## src/rtl/core/afs_pkg.sv

```systemverilog
// Shared types and constants for the autofocus search controller.
// Used by the register block, the shared divider and the top level.
package afs_pkg;

    localparam int DIV_W = 33;
    localparam int DSR_W = 16;

    localparam logic [1:0] OP_START  = 2'd0;
    localparam logic [1:0] OP_FRAME  = 2'd1;
    localparam logic [1:0] OP_STOP   = 2'd2;
    localparam logic [1:0] OP_UNUSED = 2'd3;

    localparam logic [1:0] MODE_ENDED    = 2'd0;
    localparam logic [1:0] MODE_SWEEP    = 2'd1;
    localparam logic [1:0] MODE_REVERSED = 2'd2;
    localparam logic [1:0] MODE_BRACKET  = 2'd3;

    localparam logic [2:0] REG_FOCUS_MIN    = 3'd0;
    localparam logic [2:0] REG_FOCUS_MAX    = 3'd1;
    localparam logic [2:0] REG_MAX_WAIT     = 3'd2;
    localparam logic [2:0] REG_MIN_WAIT     = 3'd3;
    localparam logic [2:0] REG_STEP_DIVISOR = 3'd4;
    localparam logic [2:0] REG_SWEEP        = 3'd5;

    localparam logic [19:0] SWEEP_THRESHOLD  = 20'd300;
    localparam logic [15:0] SWEEP_PARTS      = 16'd20;
    localparam logic [15:0] DEFAULT_MIN_WAIT = 16'd300;
    localparam logic [9:0]  US_PER_MS        = 10'd1000;
    localparam logic signed [2:0] HOLDOFF_FRAMES = 3'sd3;
    localparam logic signed [17:0] END_WIDTH     = 18'sd2;
    localparam logic [3:0]  RESTART_STEP_A   = 4'd4;
    localparam logic [3:0]  RESTART_STEP_B   = 4'd8;
    localparam logic [16:0] POS_TOP          = 17'd65535;
    localparam logic [16:0] FOCUS_LIMIT      = 17'd65536;

    typedef struct packed {
        logic [1:0]  operation;
        logic [63:0] time_us;
        logic [15:0] focus_position;
        logic [19:0] sharpness;
        logic        region_moved;
        logic        format_changed;
    } afs_in_t;

    typedef struct packed {
        logic        move;
        logic [16:0] target_focus;
        logic [1:0]  search_mode;
    } afs_out_t;

    typedef struct packed {
        logic [15:0] focus_min;
        logic [15:0] focus_max;
        logic [15:0] max_wait_ms;
        logic [15:0] min_wait_ms;
        logic [7:0]  step_divisor;
        logic        sweep_suggested;
    } afs_cfg_t;

    typedef struct packed {
        logic             start;
        logic [DIV_W-1:0] dividend;
        logic [DSR_W-1:0] divisor;
    } afs_div_req_t;

    typedef struct packed {
        logic             busy;
        logic             done;
        logic [DIV_W-1:0] quotient;
    } afs_div_rsp_t;

    typedef enum logic [3:0] {
        ST_IDLE,
        ST_EXEC,
        ST_STRIDE,
        ST_ANALYZE,
        ST_NF,
        ST_NF_WAIT,
        ST_TMUL,
        ST_TDIV,
        ST_TMS,
        ST_TADD,
        ST_DONE
    } afs_state_t;

endpackage

```

## src/rtl/core/afs_regs.sv

```systemverilog
// Configuration registers of the autofocus search controller behind an APB-style port.
// Depends on afs_pkg for the register indexes and the configuration struct.
module afs_regs (
    input  logic              aclk,
    input  logic              aresetn,
    input  logic              psel,
    input  logic              penable,
    input  logic              pwrite,
    input  logic [4:0]        paddr,
    input  logic [31:0]       pwdata,
    output logic [31:0]       prdata,
    output logic              pready,
    output afs_pkg::afs_cfg_t cfg
);

    afs_pkg::afs_cfg_t cfg_reg, cfg_next;
    logic              wr_en;
    logic [2:0]        idx;

    assign wr_en  = psel && penable && pwrite;
    assign idx    = paddr[4:2];
    assign pready = 1'b1;
    assign cfg    = cfg_reg;

    always_comb begin
        cfg_next = cfg_reg;
        if (wr_en) begin
            unique case (idx)
                afs_pkg::REG_FOCUS_MIN:    cfg_next.focus_min = pwdata[15:0];
                afs_pkg::REG_FOCUS_MAX:    cfg_next.focus_max = pwdata[15:0];
                afs_pkg::REG_MAX_WAIT:     cfg_next.max_wait_ms = pwdata[15:0];
                afs_pkg::REG_MIN_WAIT:     cfg_next.min_wait_ms = pwdata[15:0];
                afs_pkg::REG_STEP_DIVISOR: cfg_next.step_divisor = pwdata[7:0];
                afs_pkg::REG_SWEEP:        cfg_next.sweep_suggested = pwdata[0];
                default: ;
            endcase
        end
    end

    always_comb begin
        unique case (idx)
            afs_pkg::REG_FOCUS_MIN:    prdata = {16'd0, cfg_reg.focus_min};
            afs_pkg::REG_FOCUS_MAX:    prdata = {16'd0, cfg_reg.focus_max};
            afs_pkg::REG_MAX_WAIT:     prdata = {16'd0, cfg_reg.max_wait_ms};
            afs_pkg::REG_MIN_WAIT:     prdata = {16'd0, cfg_reg.min_wait_ms};
            afs_pkg::REG_STEP_DIVISOR: prdata = {24'd0, cfg_reg.step_divisor};
            afs_pkg::REG_SWEEP:        prdata = {31'd0, cfg_reg.sweep_suggested};
            default:                   prdata = 32'd0;
        endcase
    end

    always_ff @(posedge aclk) begin
        if (!aresetn) begin
            cfg_reg.focus_min       <= 16'd0;
            cfg_reg.focus_max       <= 16'd0;
            cfg_reg.max_wait_ms     <= 16'd1000;
            cfg_reg.min_wait_ms     <= 16'd300;
            cfg_reg.step_divisor    <= 8'd1;
            cfg_reg.sweep_suggested <= 1'b0;
        end else begin
            cfg_reg <= cfg_next;
        end
    end

endmodule

```

## src/rtl/core/afs_div.sv

```systemverilog
// Shared restoring divider, one quotient bit per cycle.
// Depends on afs_pkg for the request and response structs.
module afs_div (
    input  logic                  aclk,
    input  logic                  aresetn,
    input  afs_pkg::afs_div_req_t req,
    output afs_pkg::afs_div_rsp_t rsp
);

    localparam int CNT_W = $clog2(afs_pkg::DIV_W + 1);

    logic [afs_pkg::DIV_W-1:0] quo_reg, quo_next;
    logic [afs_pkg::DSR_W-1:0] rem_reg, rem_next;
    logic [afs_pkg::DSR_W-1:0] dsr_reg, dsr_next;
    logic [CNT_W-1:0]          cnt_reg, cnt_next;
    logic                      busy_reg, busy_next;
    logic                      done_reg, done_next;
    logic [afs_pkg::DSR_W:0]   trial;
    logic                      ge;

    assign trial = {rem_reg, quo_reg[afs_pkg::DIV_W-1]};
    assign ge    = trial >= {1'b0, dsr_reg};

    always_comb begin
        quo_next  = quo_reg;
        rem_next  = rem_reg;
        dsr_next  = dsr_reg;
        cnt_next  = cnt_reg;
        busy_next = busy_reg;
        done_next = 1'b0;
        if (req.start) begin
            quo_next  = req.dividend;
            rem_next  = '0;
            dsr_next  = req.divisor;
            cnt_next  = CNT_W'(afs_pkg::DIV_W);
            busy_next = 1'b1;
        end else if (busy_reg) begin
            rem_next = ge ? afs_pkg::DSR_W'(trial - {1'b0, dsr_reg})
                          : trial[afs_pkg::DSR_W-1:0];
            quo_next = {quo_reg[afs_pkg::DIV_W-2:0], ge};
            cnt_next = cnt_reg - 1'b1;
            if (cnt_reg == CNT_W'(1)) begin
                busy_next = 1'b0;
                done_next = 1'b1;
            end
        end
    end

    always_ff @(posedge aclk) begin
        if (!aresetn) begin
            busy_reg <= 1'b0;
            done_reg <= 1'b0;
            cnt_reg  <= '0;
        end else begin
            busy_reg <= busy_next;
            done_reg <= done_next;
            cnt_reg  <= cnt_next;
        end
        quo_reg <= quo_next;
        rem_reg <= rem_next;
        dsr_reg <= dsr_next;
    end

    assign rsp.busy     = busy_reg;
    assign rsp.done     = done_reg;
    assign rsp.quotient = quo_reg;

endmodule

```

## src/rtl/core/autofocus_search_controller.sv

```systemverilog
// Top level of the autofocus search controller: sequencer, search state and output register.
// Depends on afs_pkg, afs_regs and afs_div.
// The work for an item ranges from a stop, or a frame still in holdoff, up to a start with a sweep,
// set by up to three divider passes; its result beat appears as s_ready returns high.
// One item is worked on at a time; s_ready is high only while the sequencer is idle.
// Active-low sync reset sets search state and registers to defaults; item and result data stay.
module autofocus_search_controller (
    input  logic              aclk,
    input  logic              aresetn,
    input  logic              s_valid,
    output logic              s_ready,
    input  afs_pkg::afs_in_t  s_data,
    output logic              m_valid,
    input  logic              m_ready,
    output afs_pkg::afs_out_t m_data,
    input  logic              psel,
    input  logic              penable,
    input  logic              pwrite,
    input  logic [4:0]        paddr,
    input  logic [31:0]       pwdata,
    output logic [31:0]       prdata,
    output logic              pready
);

    afs_pkg::afs_cfg_t     cfg;
    afs_pkg::afs_div_req_t div_req;
    afs_pkg::afs_div_rsp_t div_rsp;

    afs_regs u_regs (
        .aclk    (aclk),
        .aresetn (aresetn),
        .psel    (psel),
        .penable (penable),
        .pwrite  (pwrite),
        .paddr   (paddr),
        .pwdata  (pwdata),
        .prdata  (prdata),
        .pready  (pready),
        .cfg     (cfg)
    );

    afs_div u_div (
        .aclk    (aclk),
        .aresetn (aresetn),
        .req     (div_req),
        .rsp     (div_rsp)
    );

    afs_pkg::afs_state_t state_reg, state_next;
    afs_pkg::afs_in_t    item_reg, item_next;
    afs_pkg::afs_out_t   mdata_reg, mdata_next;
    logic                mvalid_reg, mvalid_next;

    logic [1:0]          mode_reg, mode_next;
    logic [16:0]         blo_reg, blo_next;
    logic [16:0]         bhi_reg, bhi_next;
    logic [16:0]         bpos_reg, bpos_next;
    logic [19:0]         bsharp_reg, bsharp_next;
    logic [15:0]         lens_reg, lens_next;
    logic signed [16:0]  stride_reg, stride_next;
    logic [3:0]          frames_reg, frames_next;
    logic signed [2:0]   hold_reg, hold_next;
    logic [63:0]         deadline_reg, deadline_next;
    logic                mv_reg, mv_next;
    logic [16:0]         nf_reg, nf_next;
    logic                dlgt_reg, dlgt_next;
    logic [32:0]         ms_reg, ms_next;
    logic [42:0]         scaled_reg, scaled_next;

    logic               accept;
    logic               out_free;
    logic               sq_hi;
    logic               start_sweep;
    logic signed [16:0] range_w;
    logic [15:0]        range_mag;
    logic signed [2:0]  hold_dec;
    logic               frame_go;
    logic [3:0]         frames_inc;
    logic               restart_hit;
    logic signed [17:0] lens_s, stride_s, blo_s, bhi_s, bpos_s;
    logic signed [17:0] v0, v1, v2, brk_raw;
    logic [16:0]        brk_val, v_clamped;
    logic               end_hit;
    logic               worse, lens_lt;
    logic [16:0]        m3_blo, m3_bhi;
    logic signed [17:0] m3_width;
    logic               m3_go;
    logic [16:0]        dl, dr;
    logic [7:0]         divisor_eff;
    logic [16:0]        step;
    logic signed [18:0] nf_down, nf_up;
    logic [16:0]        nf_calc;
    logic signed [17:0] tdiff_s;
    logic [16:0]        tdiff;
    logic               use_div;
    logic [15:0]        minw;
    logic [32:0]        ms_clamped;
    logic signed [16:0] stride_q;
    logic signed [17:0] left_gap, right_gap;

    assign accept   = s_valid && s_ready;
    assign out_free = !mvalid_reg || m_ready;
    assign s_ready  = (state_reg == afs_pkg::ST_IDLE);
    assign m_valid  = mvalid_reg;
    assign m_data   = mdata_reg;

    // Start decisions.
    assign sq_hi       = item_reg.sharpness > afs_pkg::SWEEP_THRESHOLD;
    assign start_sweep = cfg.sweep_suggested && !sq_hi;
    assign range_w     = $signed({1'b0, cfg.focus_max}) - $signed({1'b0, cfg.focus_min});
    assign range_mag   = range_w[16] ? 16'(-range_w) : range_w[15:0];
    assign stride_q    = range_w[16] ? -$signed({1'b0, div_rsp.quotient[15:0]})
                                     : $signed({1'b0, div_rsp.quotient[15:0]});
    assign left_gap    = $signed({2'b0, item_reg.focus_position}) - blo_s;
    assign right_gap   = bhi_s - $signed({2'b0, item_reg.focus_position});

    // Frame gating.
    assign hold_dec = (hold_reg > -3'sd1) ? hold_reg - 3'sd1 : hold_reg;
    assign frame_go = (mode_reg != afs_pkg::MODE_ENDED) && hold_dec[2]
                      && (item_reg.time_us > deadline_reg);

    // Analysis of a frame.
    assign frames_inc  = (frames_reg == 4'd15) ? frames_reg : frames_reg + 4'd1;
    assign restart_hit = ((frames_inc == afs_pkg::RESTART_STEP_A)
                          || (frames_inc == afs_pkg::RESTART_STEP_B)) && item_reg.region_moved;
    assign lens_s   = $signed({2'b0, lens_reg});
    assign stride_s = 18'(stride_reg);
    assign blo_s    = $signed({1'b0, blo_reg});
    assign bhi_s    = $signed({1'b0, bhi_reg});
    assign bpos_s   = $signed({1'b0, bpos_reg});
    assign v0       = lens_s + stride_s;
    assign v1       = (v0 < blo_s) ? blo_s : v0;
    assign v2       = (v1 > bhi_s) ? bhi_s : v1;
    assign end_hit  = ((stride_reg < 0) && (v2 == blo_s)) || ((stride_reg > 0) && (v2 == bhi_s));
    assign v_clamped = v2[17] ? 17'd0
                     : (v2 > $signed({1'b0, afs_pkg::FOCUS_LIMIT})) ? afs_pkg::FOCUS_LIMIT
                     : v2[16:0];
    assign brk_raw  = lens_s - stride_s;
    assign brk_val  = brk_raw[17] ? 17'd0
                    : (brk_raw > $signed({1'b0, afs_pkg::POS_TOP})) ? afs_pkg::POS_TOP
                    : brk_raw[16:0];
    assign worse    = item_reg.sharpness < bsharp_reg;
    assign lens_lt  = {1'b0, lens_reg} < bpos_reg;
    assign m3_blo   = worse ? (lens_lt ? {1'b0, lens_reg} : blo_reg)
                            : (lens_lt ? blo_reg : bpos_reg);
    assign m3_bhi   = worse ? (lens_lt ? bhi_reg : {1'b0, lens_reg})
                            : (lens_lt ? bpos_reg : bhi_reg);
    assign m3_width = $signed({1'b0, m3_bhi}) - $signed({1'b0, m3_blo});
    assign m3_go    = m3_width > afs_pkg::END_WIDTH;

    // Next lens position from the bracket.
    assign dl          = (blo_s > bpos_s) ? 17'(blo_s - bpos_s) : 17'(bpos_s - blo_s);
    assign dr          = (bhi_s > bpos_s) ? 17'(bhi_s - bpos_s) : 17'(bpos_s - bhi_s);
    assign divisor_eff = (cfg.step_divisor == 8'd0) ? 8'd1 : cfg.step_divisor;
    assign step        = (div_rsp.quotient[16:0] == 17'd0) ? 17'd1 : div_rsp.quotient[16:0];
    assign nf_down     = $signed({2'b0, bpos_reg}) - $signed({2'b0, step});
    assign nf_up       = $signed({2'b0, bpos_reg}) + $signed({2'b0, step});
    assign nf_calc     = dlgt_reg ? (nf_down[18] ? 17'd0 : nf_down[16:0])
                       : ((nf_up > $signed({2'b0, afs_pkg::FOCUS_LIMIT})) ? afs_pkg::FOCUS_LIMIT
                                                                           : nf_up[16:0]);

    // Settle timer.
    assign tdiff_s    = bpos_s - $signed({1'b0, nf_reg});
    assign tdiff      = tdiff_s[17] ? 17'(-tdiff_s) : tdiff_s[16:0];
    assign use_div    = (tdiff != 17'd0) && (cfg.focus_max > cfg.focus_min);
    assign minw       = (cfg.min_wait_ms == 16'd0) ? afs_pkg::DEFAULT_MIN_WAIT : cfg.min_wait_ms;
    assign ms_clamped = (ms_reg < {17'd0, minw}) ? {17'd0, minw} : ms_reg;

    always_comb begin
        state_next = state_reg;
        unique case (state_reg)
            afs_pkg::ST_IDLE: begin
                if (accept) state_next = afs_pkg::ST_EXEC;
            end
            afs_pkg::ST_EXEC: begin
                unique case (item_reg.operation)
                    afs_pkg::OP_START:
                        state_next = start_sweep ? afs_pkg::ST_STRIDE : afs_pkg::ST_NF;
                    afs_pkg::OP_FRAME:
                        state_next = (!item_reg.format_changed && frame_go)
                                     ? afs_pkg::ST_ANALYZE : afs_pkg::ST_DONE;
                    default:
                        state_next = afs_pkg::ST_DONE;
                endcase
            end
            afs_pkg::ST_STRIDE: begin
                if (div_rsp.done) state_next = afs_pkg::ST_NF;
            end
            afs_pkg::ST_ANALYZE: begin
                if (restart_hit) begin
                    state_next = afs_pkg::ST_NF;
                end else if (mode_reg == afs_pkg::MODE_SWEEP
                             || mode_reg == afs_pkg::MODE_REVERSED) begin
                    if (sq_hi || (end_hit && mode_reg == afs_pkg::MODE_REVERSED))
                        state_next = afs_pkg::ST_NF;
                    else
                        state_next = afs_pkg::ST_TMUL;
                end else begin
                    state_next = m3_go ? afs_pkg::ST_NF : afs_pkg::ST_DONE;
                end
            end
            afs_pkg::ST_NF:      state_next = afs_pkg::ST_NF_WAIT;
            afs_pkg::ST_NF_WAIT: begin
                if (div_rsp.done) state_next = afs_pkg::ST_TMUL;
            end
            afs_pkg::ST_TMUL:    state_next = use_div ? afs_pkg::ST_TDIV : afs_pkg::ST_TMS;
            afs_pkg::ST_TDIV: begin
                if (div_rsp.done) state_next = afs_pkg::ST_TMS;
            end
            afs_pkg::ST_TMS:     state_next = afs_pkg::ST_TADD;
            afs_pkg::ST_TADD:    state_next = afs_pkg::ST_DONE;
            afs_pkg::ST_DONE: begin
                if (out_free) state_next = afs_pkg::ST_IDLE;
            end
            default:             state_next = afs_pkg::ST_IDLE;
        endcase
    end

    always_comb begin
        item_next     = item_reg;
        mdata_next    = mdata_reg;
        mvalid_next   = mvalid_reg && !m_ready;
        mode_next     = mode_reg;
        blo_next      = blo_reg;
        bhi_next      = bhi_reg;
        bpos_next     = bpos_reg;
        bsharp_next   = bsharp_reg;
        lens_next     = lens_reg;
        stride_next   = stride_reg;
        frames_next   = frames_reg;
        hold_next     = hold_reg;
        deadline_next = deadline_reg;
        mv_next       = mv_reg;
        nf_next       = nf_reg;
        dlgt_next     = dlgt_reg;
        ms_next       = ms_reg;
        scaled_next   = scaled_reg;
        div_req.start    = 1'b0;
        div_req.dividend = {17'd0, range_mag};
        div_req.divisor  = afs_pkg::SWEEP_PARTS;

        unique case (state_reg)
            afs_pkg::ST_IDLE: begin
                if (accept) item_next = s_data;
            end
            afs_pkg::ST_EXEC: begin
                mv_next = 1'b0;
                nf_next = 17'd0;
                unique case (item_reg.operation)
                    afs_pkg::OP_START: begin
                        lens_next   = item_reg.focus_position;
                        frames_next = 4'd0;
                        blo_next    = {1'b0, cfg.focus_min};
                        bhi_next    = {1'b0, cfg.focus_max};
                        bsharp_next = item_reg.sharpness;
                        bpos_next   = {1'b0, item_reg.focus_position};
                        if (start_sweep) begin
                            mode_next     = afs_pkg::MODE_SWEEP;
                            div_req.start = 1'b1;
                        end else begin
                            mode_next   = afs_pkg::MODE_BRACKET;
                            stride_next = '0;
                        end
                    end
                    afs_pkg::OP_FRAME: begin
                        if (item_reg.format_changed) begin
                            mode_next = afs_pkg::MODE_ENDED;
                        end else begin
                            lens_next = item_reg.focus_position;
                            if (mode_reg != afs_pkg::MODE_ENDED) hold_next = hold_dec;
                        end
                    end
                    afs_pkg::OP_STOP: mode_next = afs_pkg::MODE_ENDED;
                    default: ;
                endcase
            end
            afs_pkg::ST_STRIDE: begin
                if (div_rsp.done) stride_next = (left_gap > right_gap) ? -stride_q : stride_q;
            end
            afs_pkg::ST_ANALYZE: begin
                frames_next = frames_inc;
                if (restart_hit) begin
                    blo_next    = {1'b0, cfg.focus_min};
                    bhi_next    = {1'b0, cfg.focus_max};
                    bsharp_next = item_reg.sharpness;
                    bpos_next   = {1'b0, lens_reg};
                end else if (mode_reg == afs_pkg::MODE_SWEEP
                             || mode_reg == afs_pkg::MODE_REVERSED) begin
                    if (sq_hi) begin
                        mode_next = afs_pkg::MODE_BRACKET;
                        if (stride_reg > 0) blo_next = brk_val;
                        else bhi_next = brk_val;
                        bpos_next   = {1'b0, lens_reg};
                        bsharp_next = item_reg.sharpness;
                    end else if (end_hit && mode_reg == afs_pkg::MODE_SWEEP) begin
                        mode_next   = afs_pkg::MODE_REVERSED;
                        stride_next = -stride_reg;
                        mv_next     = 1'b1;
                        nf_next     = bpos_reg;
                    end else if (end_hit) begin
                        mode_next   = afs_pkg::MODE_BRACKET;
                        bpos_next   = {1'b0, lens_reg};
                        bsharp_next = item_reg.sharpness;
                    end else begin
                        mv_next = 1'b1;
                        nf_next = v_clamped;
                    end
                end else begin
                    blo_next = m3_blo;
                    bhi_next = m3_bhi;
                    if (!worse) begin
                        bpos_next   = {1'b0, lens_reg};
                        bsharp_next = item_reg.sharpness;
                    end
                    if (!m3_go) mode_next = afs_pkg::MODE_ENDED;
                end
            end
            afs_pkg::ST_NF: begin
                dlgt_next        = dl > dr;
                div_req.start    = 1'b1;
                div_req.dividend = {16'd0, (dl > dr) ? dl : dr};
                div_req.divisor  = {8'd0, divisor_eff};
            end
            afs_pkg::ST_NF_WAIT: begin
                if (div_rsp.done) begin
                    mv_next = 1'b1;
                    nf_next = nf_calc;
                end
            end
            afs_pkg::ST_TMUL: begin
                ms_next = '0;
                if (use_div) begin
                    div_req.start    = 1'b1;
                    div_req.dividend = tdiff * cfg.max_wait_ms;
                    div_req.divisor  = cfg.focus_max - cfg.focus_min;
                end
            end
            afs_pkg::ST_TDIV: begin
                if (div_rsp.done) ms_next = div_rsp.quotient;
            end
            afs_pkg::ST_TMS: begin
                scaled_next = ms_clamped * afs_pkg::US_PER_MS;
            end
            afs_pkg::ST_TADD: begin
                deadline_next = item_reg.time_us + {21'd0, scaled_reg};
                hold_next     = afs_pkg::HOLDOFF_FRAMES;
            end
            afs_pkg::ST_DONE: begin
                if (out_free) begin
                    mvalid_next              = 1'b1;
                    mdata_next.move          = mv_reg;
                    mdata_next.target_focus  = mv_reg ? nf_reg : 17'd0;
                    mdata_next.search_mode   = mode_reg;
                end
            end
            default: ;
        endcase
    end

    always_ff @(posedge aclk) begin
        if (!aresetn) begin
            state_reg    <= afs_pkg::ST_IDLE;
            mvalid_reg   <= 1'b0;
            mode_reg     <= afs_pkg::MODE_ENDED;
            blo_reg      <= '0;
            bhi_reg      <= '0;
            bpos_reg     <= '0;
            bsharp_reg   <= '0;
            lens_reg     <= '0;
            stride_reg   <= '0;
            frames_reg   <= '0;
            hold_reg     <= '0;
            deadline_reg <= '0;
        end else begin
            state_reg    <= state_next;
            mvalid_reg   <= mvalid_next;
            mode_reg     <= mode_next;
            blo_reg      <= blo_next;
            bhi_reg      <= bhi_next;
            bpos_reg     <= bpos_next;
            bsharp_reg   <= bsharp_next;
            lens_reg     <= lens_next;
            stride_reg   <= stride_next;
            frames_reg   <= frames_next;
            hold_reg     <= hold_next;
            deadline_reg <= deadline_next;
        end
        item_reg   <= item_next;
        mdata_reg  <= mdata_next;
        mv_reg     <= mv_next;
        nf_reg     <= nf_next;
        dlgt_reg   <= dlgt_next;
        ms_reg     <= ms_next;
        scaled_reg <= scaled_next;
    end

    a_no_move_zero_focus: assert property (@(posedge aclk) disable iff (!aresetn)
        (mvalid_reg && !mdata_reg.move) |-> (mdata_reg.target_focus == 17'd0))
        else $error("Result beat without a move carries a non-zero focus.");

    a_div_start_idle: assert property (@(posedge aclk) disable iff (!aresetn)
        div_req.start |-> !div_rsp.busy)
        else $error("Divider started while still busy.");

    a_div_done_expected: assert property (@(posedge aclk) disable iff (!aresetn)
        div_rsp.done |-> (state_reg == afs_pkg::ST_STRIDE || state_reg == afs_pkg::ST_NF_WAIT
                          || state_reg == afs_pkg::ST_TDIV))
        else $error("Divider finished while the sequencer was not waiting for it.");

    a_holdoff_floor: assert property (@(posedge aclk) disable iff (!aresetn)
        hold_reg != 3'sb100)
        else $error("Holdoff counter fell below its floor.");

endmodule
```

## config.mk

```make
export PLATFORM = sky130hd
export DESIGN_NAME = autofocus_search_controller
export DESIGN_NICKNAME = d
export VERILOG_FILES = /design/src/rtl/core/afs_pkg.sv /design/src/rtl/core/afs_regs.sv /design/src/rtl/core/afs_div.sv /design/src/rtl/core/autofocus_search_controller.sv
export SDC_FILE = /design/constraint.sdc
export NUM_CORES = 2
export LEC_CHECK = 0
export BUFFER_PORTS_ARGS = -buffer_cell sky130_fd_sc_hd__buf_2
export CORE_ASPECT_RATIO = 0.75
export CORE_UTILIZATION = 35
export DETAILED_ROUTE_END_ITERATION = 7
export PLACE_DENSITY = 0.53
export SLEW_MARGIN = 20
export SYNTH_ARGS = -nofsm -noshare
export SYNTH_HDL_FRONTEND = slang
export SYNTH_SLANG_ARGS = --single-unit
```

## constraint.sdc

```tcl
create_clock -name aclk -period 12.75 [get_ports aclk]
set_clock_uncertainty 0.05 [all_clocks]
set_input_delay 1.9125 -clock aclk [delete_from_list [all_inputs] [get_ports aclk]]
set_output_delay 1.9125 -clock aclk [all_outputs]
set_load 0.02 [all_outputs]
```

---- Word level (Yosys, flattened, before mapping) ----
Index checks and enable logic that the tools add are counted.
W data, S select, Z words.
cells by class
  $add $sub $neg .......................... 24
  $mul .................................... 2
  div/mod/pow operators ................... 0
  order comparisons ....................... 20
  eq/ne operators ......................... 52
  shift operators ......................... 0
  muxes and demuxes ....................... 129
  bitwise logic cells ..................... 2
  reduce and logical (&&, ||, !) cells .... 60
operator list
  cell                     number
  $mux W17                 50
  $mux W20                 7
  $mux W33                 4
  $pmux W17 S2             3
  $pmux W17 S3             2
  $pmux W49 S2             1
  $pmux W16 S6             1
  $sub A17 B17 Y18         4
  $sub A17 B17 Y17         4
  $pmux W33 S2             1
  $add A64 B43 Y64         1
  $gt A64 B64 Y1           1
  $mux W16                 4
  $gt A17 B17 Y1           3
  $neg A17 Y17             3
  $mux W50                 1
  $mux W4                  12
  $pmux W4 S11             1
  $mul A33 B7 Y40 const B  1
  $pmux W20 S2             1
  $add A17 B17 Y18         2
  $eq A18 B18 Y1           2
  $gt A18 B17 Y1 const B   2
  $gt A18 B18 Y1           2
  71 further kinds         176
word-level totals
  register bits after elaboration ......... 544
  bits in latches ......................... 0
  bits in writable memories ............... 0
  bits in read-only memories .............. 0
  input port bits ......................... 148
  output and inout bits ................... 55
  word-level logic and storage cells ...... 329
  memories ................................ 0

---- Logic depth before layout (Yosys ltp) ----
  depth after elaboration ................. 14
  gate-level depth with buffers ........... 39
  depth with buffers taken out ............ 38

---- Cells and area by module ----
From an unflattened synthesis, not the netlist that was laid out.
second synthesis, totals
  cells, all modules ...................... 6853
  area, all modules ....................... 59119.2 um2
by module, submodules not included
  module                       times used  cells an instance  area an instance (um2)  seq. area each (um2)
  autofocus_search_controller  1           6162               51774.7                 10109.7
  afs_div                      1           332                3829.9                  1951.9
  afs_regs                     1           359                3514.6                  1461.4

---- Worst setup path after synthesis ----
OpenSTA, ideal clock, no wires.
  kind .................................... register to register
  start ................................... register bpos_reg[0]
  end ..................................... register u_div.quo_reg[31] (netlist name), data pin
  library setup time ...................... 0.257 ns
  arrival ................................. 8.974 ns
  data required time ...................... 12.443 ns
  setup slack ............................. 3.469 ns
  cell stages (with the launch flop) ...... 35
  path buffers ............................ 1
  clock period less this slack ............ 9.281 ns
  cells stage by stage .................... dfxtp_1 inv_1 ha_1 inv_1 fa_1 a21o_1 a221o_1 xor2_1 or4_1 a211oi_2 nand2_1 nor3_1 or2_2 xnor2_1 clkbuf_1 nand2_1 fa_1 inv_1 fa_1 inv_1 fa_1 fa_1 fa_1 inv_1 fa_1 ha_1 a211o_1 nor3b_1 a21o_1 o21ai_0 nand4_1 a211oi_1 o31a_1 or3_1 a32o_1
on the way
  longest elaborated chain between the ends .. 8
  elaborated cells on any way between the ends .. 10
  those cells by class .................... add/sub (2); mul (1); mux (5); reduce/logical (2)
ends and longest elaborated chain
  element                                                                   RTL line                            RTL
  start, declared                                                           autofocus_search_controller.sv:57   logic [16:0] bpos_reg, bpos_next;
  start signal, assigned                                                    autofocus_search_controller.sv:380  bpos_reg <= bpos_next;
  $sub A17 B17 Y18 *                                                        autofocus_search_controller.sv:163  assign tdiff_s = bpos_s - $signed({1'b0, nf_reg});
  $neg A17 Y17                                                              autofocus_search_controller.sv:164  assign tdiff = tdiff_s[17] ? 17'(-tdiff_s) : tdiff_s[16:0];
  $mux W17 *                                                                autofocus_search_controller.sv:164
  parallel branches: the longest is 2 deep, another holds $mul A17 B16 Y33  n/a
  $mux W50 *                                                                autofocus_search_controller.sv:332  if (use_div) begin
  $pmux W1 S3 or $pmux W49 S2 (tied branches)                               autofocus_search_controller.sv:242  unique case (state_reg)
  $mux W33 *                                                                afs_div.sv:31                       if (req.start) begin
  net u_div.quo_next, one bit                                               afs_div.sv:12                       logic [afs_pkg::DIV_W-1:0] quo_reg, quo_next;
  end signal, assigned                                                      afs_div.sv:59                       quo_reg <= quo_next;
  end, declared                                                             afs_div.sv:12
Mark *: on every way through the listed nets, which the timed path passes.
A chain may end at the register's enable or synchronous reset.

---- Worst setup path in the final report ----
  start ................................... register lens_reg[3]
  end ..................................... register bpos_reg[1]
on the way
  longest elaborated chain between the ends .. 11
  elaborated cells on any way between the ends .. 14
  those cells by class .................... add/sub (1); order compare (2); eq/ne (4); mux (2); reduce/logical (5)
ends and longest elaborated chain
  element                        RTL line                            RTL
  start, declared                autofocus_search_controller.sv:59   logic [15:0] lens_reg, lens_next;
  start signal, assigned         autofocus_search_controller.sv:382  lens_reg <= lens_next;
  $add A17 B17 Y18 *             autofocus_search_controller.sv:131  assign v0 = lens_s + stride_s;
  $lt A18 B18 Y1                 autofocus_search_controller.sv:132  assign v1 = (v0 < blo_s) ? blo_s : v0;
  $mux W18 *                     autofocus_search_controller.sv:132
  $gt A18 B18 Y1                 autofocus_search_controller.sv:133  assign v2 = (v1 > bhi_s) ? bhi_s : v1;
  $mux W18 *                     autofocus_search_controller.sv:133
  $eq A18 B18 Y1                 autofocus_search_controller.sv:134  assign end_hit = ((stride_reg < 0) && (v2 == blo_s)) || ((stride_reg > 0) && (v2 == bhi_s));
  $logic_and A1 B1 Y1            autofocus_search_controller.sv:134
  $logic_or A1 B1 Y1 *           autofocus_search_controller.sv:134
  $logic_and A1 B1 Y1            autofocus_search_controller.sv:295  end else if (end_hit && mode_reg == afs_pkg::MODE_SWEEP) begin
  $ne A5 B5 Y1 (no line)         n/a
  $reduce_and A5 Y1 (no line) *  n/a
Every way passes the cells marked *; elsewhere a longest branch is shown, timed or not.

==> reports/qor.csv <==
stage;metric;value;unit
cells_and_area;fillCellCount;17100;
yosys;synthTopCellsByArea;ha_1 (14%), edfxtp_1 (13%), fa_1 (12%), dfxtp_1 (9.4%), a21oi_1 (4.6%);
worst_setup_path;path_buf_inv;2;
global_routing;grt_usage;25.8;%
sta;fmaxAchievable;89.3;MHz
global_routing;grt_pass1_wl;333000;um
worst_setup_path;crit_cells;28;
global_routing;grt_max_degree;78;
yosys;synth_top_cell_by_area;ha_1;
worst_setup_path;critPathLaunchType;flip-flop;
worst_setup_path;endpoint;bpos_reg[1];
yosys;ys_warn_count;0;
worst_hold_path;hp-class;flip-flop to flip-flop;
drt;wl_met1;109000;um
clock_tree;cts.sinks;543;
clock_tree;clock_latency;0.71;ns
floorplanning;die_y;358;um
worst_setup_path;rr_endpoint;bpos_reg[1];
drt;vias_per_cell;5.74;
yosys;synth-async-reset-ratio;0;%
floorplanning;num_rows;130;
worst_setup_path;r2r_cells;28;
yosys;synth-edff-count;265;
drt;drt-pass1-iter-count;6;
worst_setup_path;slowest_delay;1.05;ns
clock_tree;cts_setup_buffers;0;
floorplanning;chipWidth;477;um
global_routing;grt-ovfl-total;0;
cells_and_area;nNetsFinal;8203;
drt;wl_per_cell;24.2;um
worst_setup_path;worst-r2r-setup-slack;1.56;ns
sta;drv_slew;0;
sta;slew_headroom;22.1;%
placement;io_buffers;167;
global_routing;grt_pass1_vias;50000;
clock_tree;cts.root.buffer_cell;clkbuf_16;
worst_setup_path;path_common_cell;ha_1;
worst_setup_path;cp_max_fo;26;
clock_tree;clkTransAtPathRegs;0.06;ns
sta;worst_slew_pin_slew;1.17;ns
worst_setup_path;required;13.20;ns
drt;drc;0;
yosys;ys_types;101;
clock_tree;cts_tree;yes;
floorplanning;initial_utilization;35.3;%
flow_run;drv_cap;0;
placement;routabilityCongestion;1.03;
drt;routed-via-count;53800;
drt;maxUsedRoutingLayer;met5;
sta;setup_viol;0;
worst_setup_path;startpoint;lens_reg[3];
yosys;synth_top_cell_area_share;13.8;%
cells_and_area;layout-drive-gt1-share;7.40;%
cells_and_area;fin_util;38.7;%
yosys;netlist_instances;7039;
clock_tree;postCtsHoldBufs;0;
clock_tree;clockBufferDepth;3;
worst_setup_path;critPathCaptureType;flip-flop;
yosys;netlist_area;59200;sq um
sta;final_hold_viol_count;0;
floorplanning;die_area;171000;sq um
worst_setup_path;worstPathArrival;11.65;ns
drt;wl_met2;89300;um
worst_hold_path;holdPathStages;2;
drt;wirelength;226000;um
yosys;synth.avg_cell_area;8.42;sq um
drt;antenna_left;0;
cells_and_area;syn_to_final_growth;9.47;%
clock_tree;cts_max_level;3;
sta;fin_setup_tns;0;ns
worst_setup_path;critPathTopFamily;compound AO/OA/AOI/OAI gates;
sta;rsz0062_at_grt;no;
placement;dp_hpwl;178000;um
drt;drt_iter0_drc;6104;
floorplanning;ioPinCount;203;
global_routing;antenna_found_initial;9;
yosys;ys_ff_latch;543;
clock_tree;cts-resized-gates;0;
floorplanning;core-area;168000;sq um
clock_tree;cts_made_buffers;66;
run_status;outcome;finished, final reports clean;
sta;layout_worst_path_cycle_share;87.8;%
yosys;seq_area_frac_synth;22.8;%
sta;finalCriticalPeriod;11.19;ns
cells_and_area;largest_reg_flops;104;
worst_setup_path;crit-reg2reg-launch;lens_reg[3];
yosys;synth_flop_cell;dfxtp_1;
worst_setup_path;crit_path_top_delay_cell;nor2_2;
worst_setup_path;worstSetupPathType;flip-flop to flip-flop;
drt;routed-wl-met3;21300;um
through the flow:
| stage | hold WS, ns | area, sq um | instances | setup WS, ns |
|---|---|---|---|---|
| finish | 0.399 | 64900 | 9359 | 1.56 |
| global route | 0.418 | 64800 | 9353 | 1.22 |
| CTS | 0.402 | 64800 | 9353 | 2.07 |
| detailed placement | 0.394 | 62600 | 9232 | 2.10 |
| global placement | 0.390 | 62600 | 9232 | 2.24 |
| floorplan | 0.382 | 59300 | 7054 | 3.47 |
worst reg2reg max path: cells and delay by family, from the launching register on:
| family | cells | cell delay (ns) |
|---|---|---|
| AO/OA/AOI/OAI | 14 | 3.83 |
| AND/OR/NAND/NOR | 7 | 2.61 |
| adder cells (fa/ha/maj) | 4 | 2.06 |
| buffers and inverters | 2 | 1.10 |
| flip-flops | 1 | 0.78 |
| XOR/XNOR | 1 | 0.61 |
synth_stat cells, drive strengths merged, types with 96 or more instances:
cell	count
inv	687
edfxtp	265
nor3	164
nor2	452
nor2b	99
dfxtp	278
xor2	96
clkbuf	304
ha	654
a21oi	548
xnor2	219
o21ai	351
nand3	170
nand2	692
and2	161
nand4	99
a21o	164
fa	345
routing by layer:
layer  up-vias  global-route usage [%]
met4         6                    6.76
met1     26300                    39.4
li1      24900                       -
met2      2233                    35.9
met3       293                    5.66
met5         -                       0
cells by family (layout without fill, tap and decap cells):
logic type	Yosys count	count (layout)	synth area share, %
adders and majority gates	999	999	25.5
and+or+nand+nor	2159	2159	17.5
buffers and inverters	1054	1109	6.84
muxes	112	112	2.10
other	2	23	0.0127
xor gates and xnor gates	315	315	4.66
AOI/OAI and AO/OA	1855	1855	20.6
DFF	543	543	22.8
area by class of cell:
class                           instances  area (sq um)  area share, %
Clock buffer                           78          1750           2.70
Inverter                              692          2600           4.01
Clock inverter                         43           480          0.741
Antenna cell                            6          15.0         0.0232
Timing Repair Buffer                  296          1800           2.78
Multi-Input combinational cell       5457         41900           64.6
Sequential cell                       543         13500           20.9
Tap cell                             2244          2810           4.33
worst min-delay path by stage:
| stage | startpoint | slack, ns | end |
|---|---|---|---|
| 2_1_floorplan | deadline_reg[10] | 0.38 | deadline_reg[10] |
| 3_3_place_gp | deadline_reg[32] | 0.39 | deadline_reg[32] |
| 3_5_place_dp | deadline_reg[23] | 0.39 | deadline_reg[23] |
| 4_1_cts | deadline_reg[23] | 0.40 | deadline_reg[23] |
| 5_1_grt | deadline_reg[20] | 0.42 | deadline_reg[20] |
| 6_report | deadline_reg[23] | 0.40 | deadline_reg[23] |
cells in the final DEF, fill, tap and decap left out, drive strengths merged, types with 161 or more instances in the layout:
cell,synthesis,routed
nand3,170,170
nor2,452,452
ha,654,654
and2,161,161
a21o,164,164
buf,58,296
nor3,164,164
xnor2,219,219
edfxtp,265,265
nand2,692,692
dfxtp,278,278
a21oi,548,548
inv,687,694
fa,345,345
o21ai,351,351
Power is left out: the tool's default activity adds up to more than one toggle a clock period on the data nets, which glitch-free logic cannot reach.
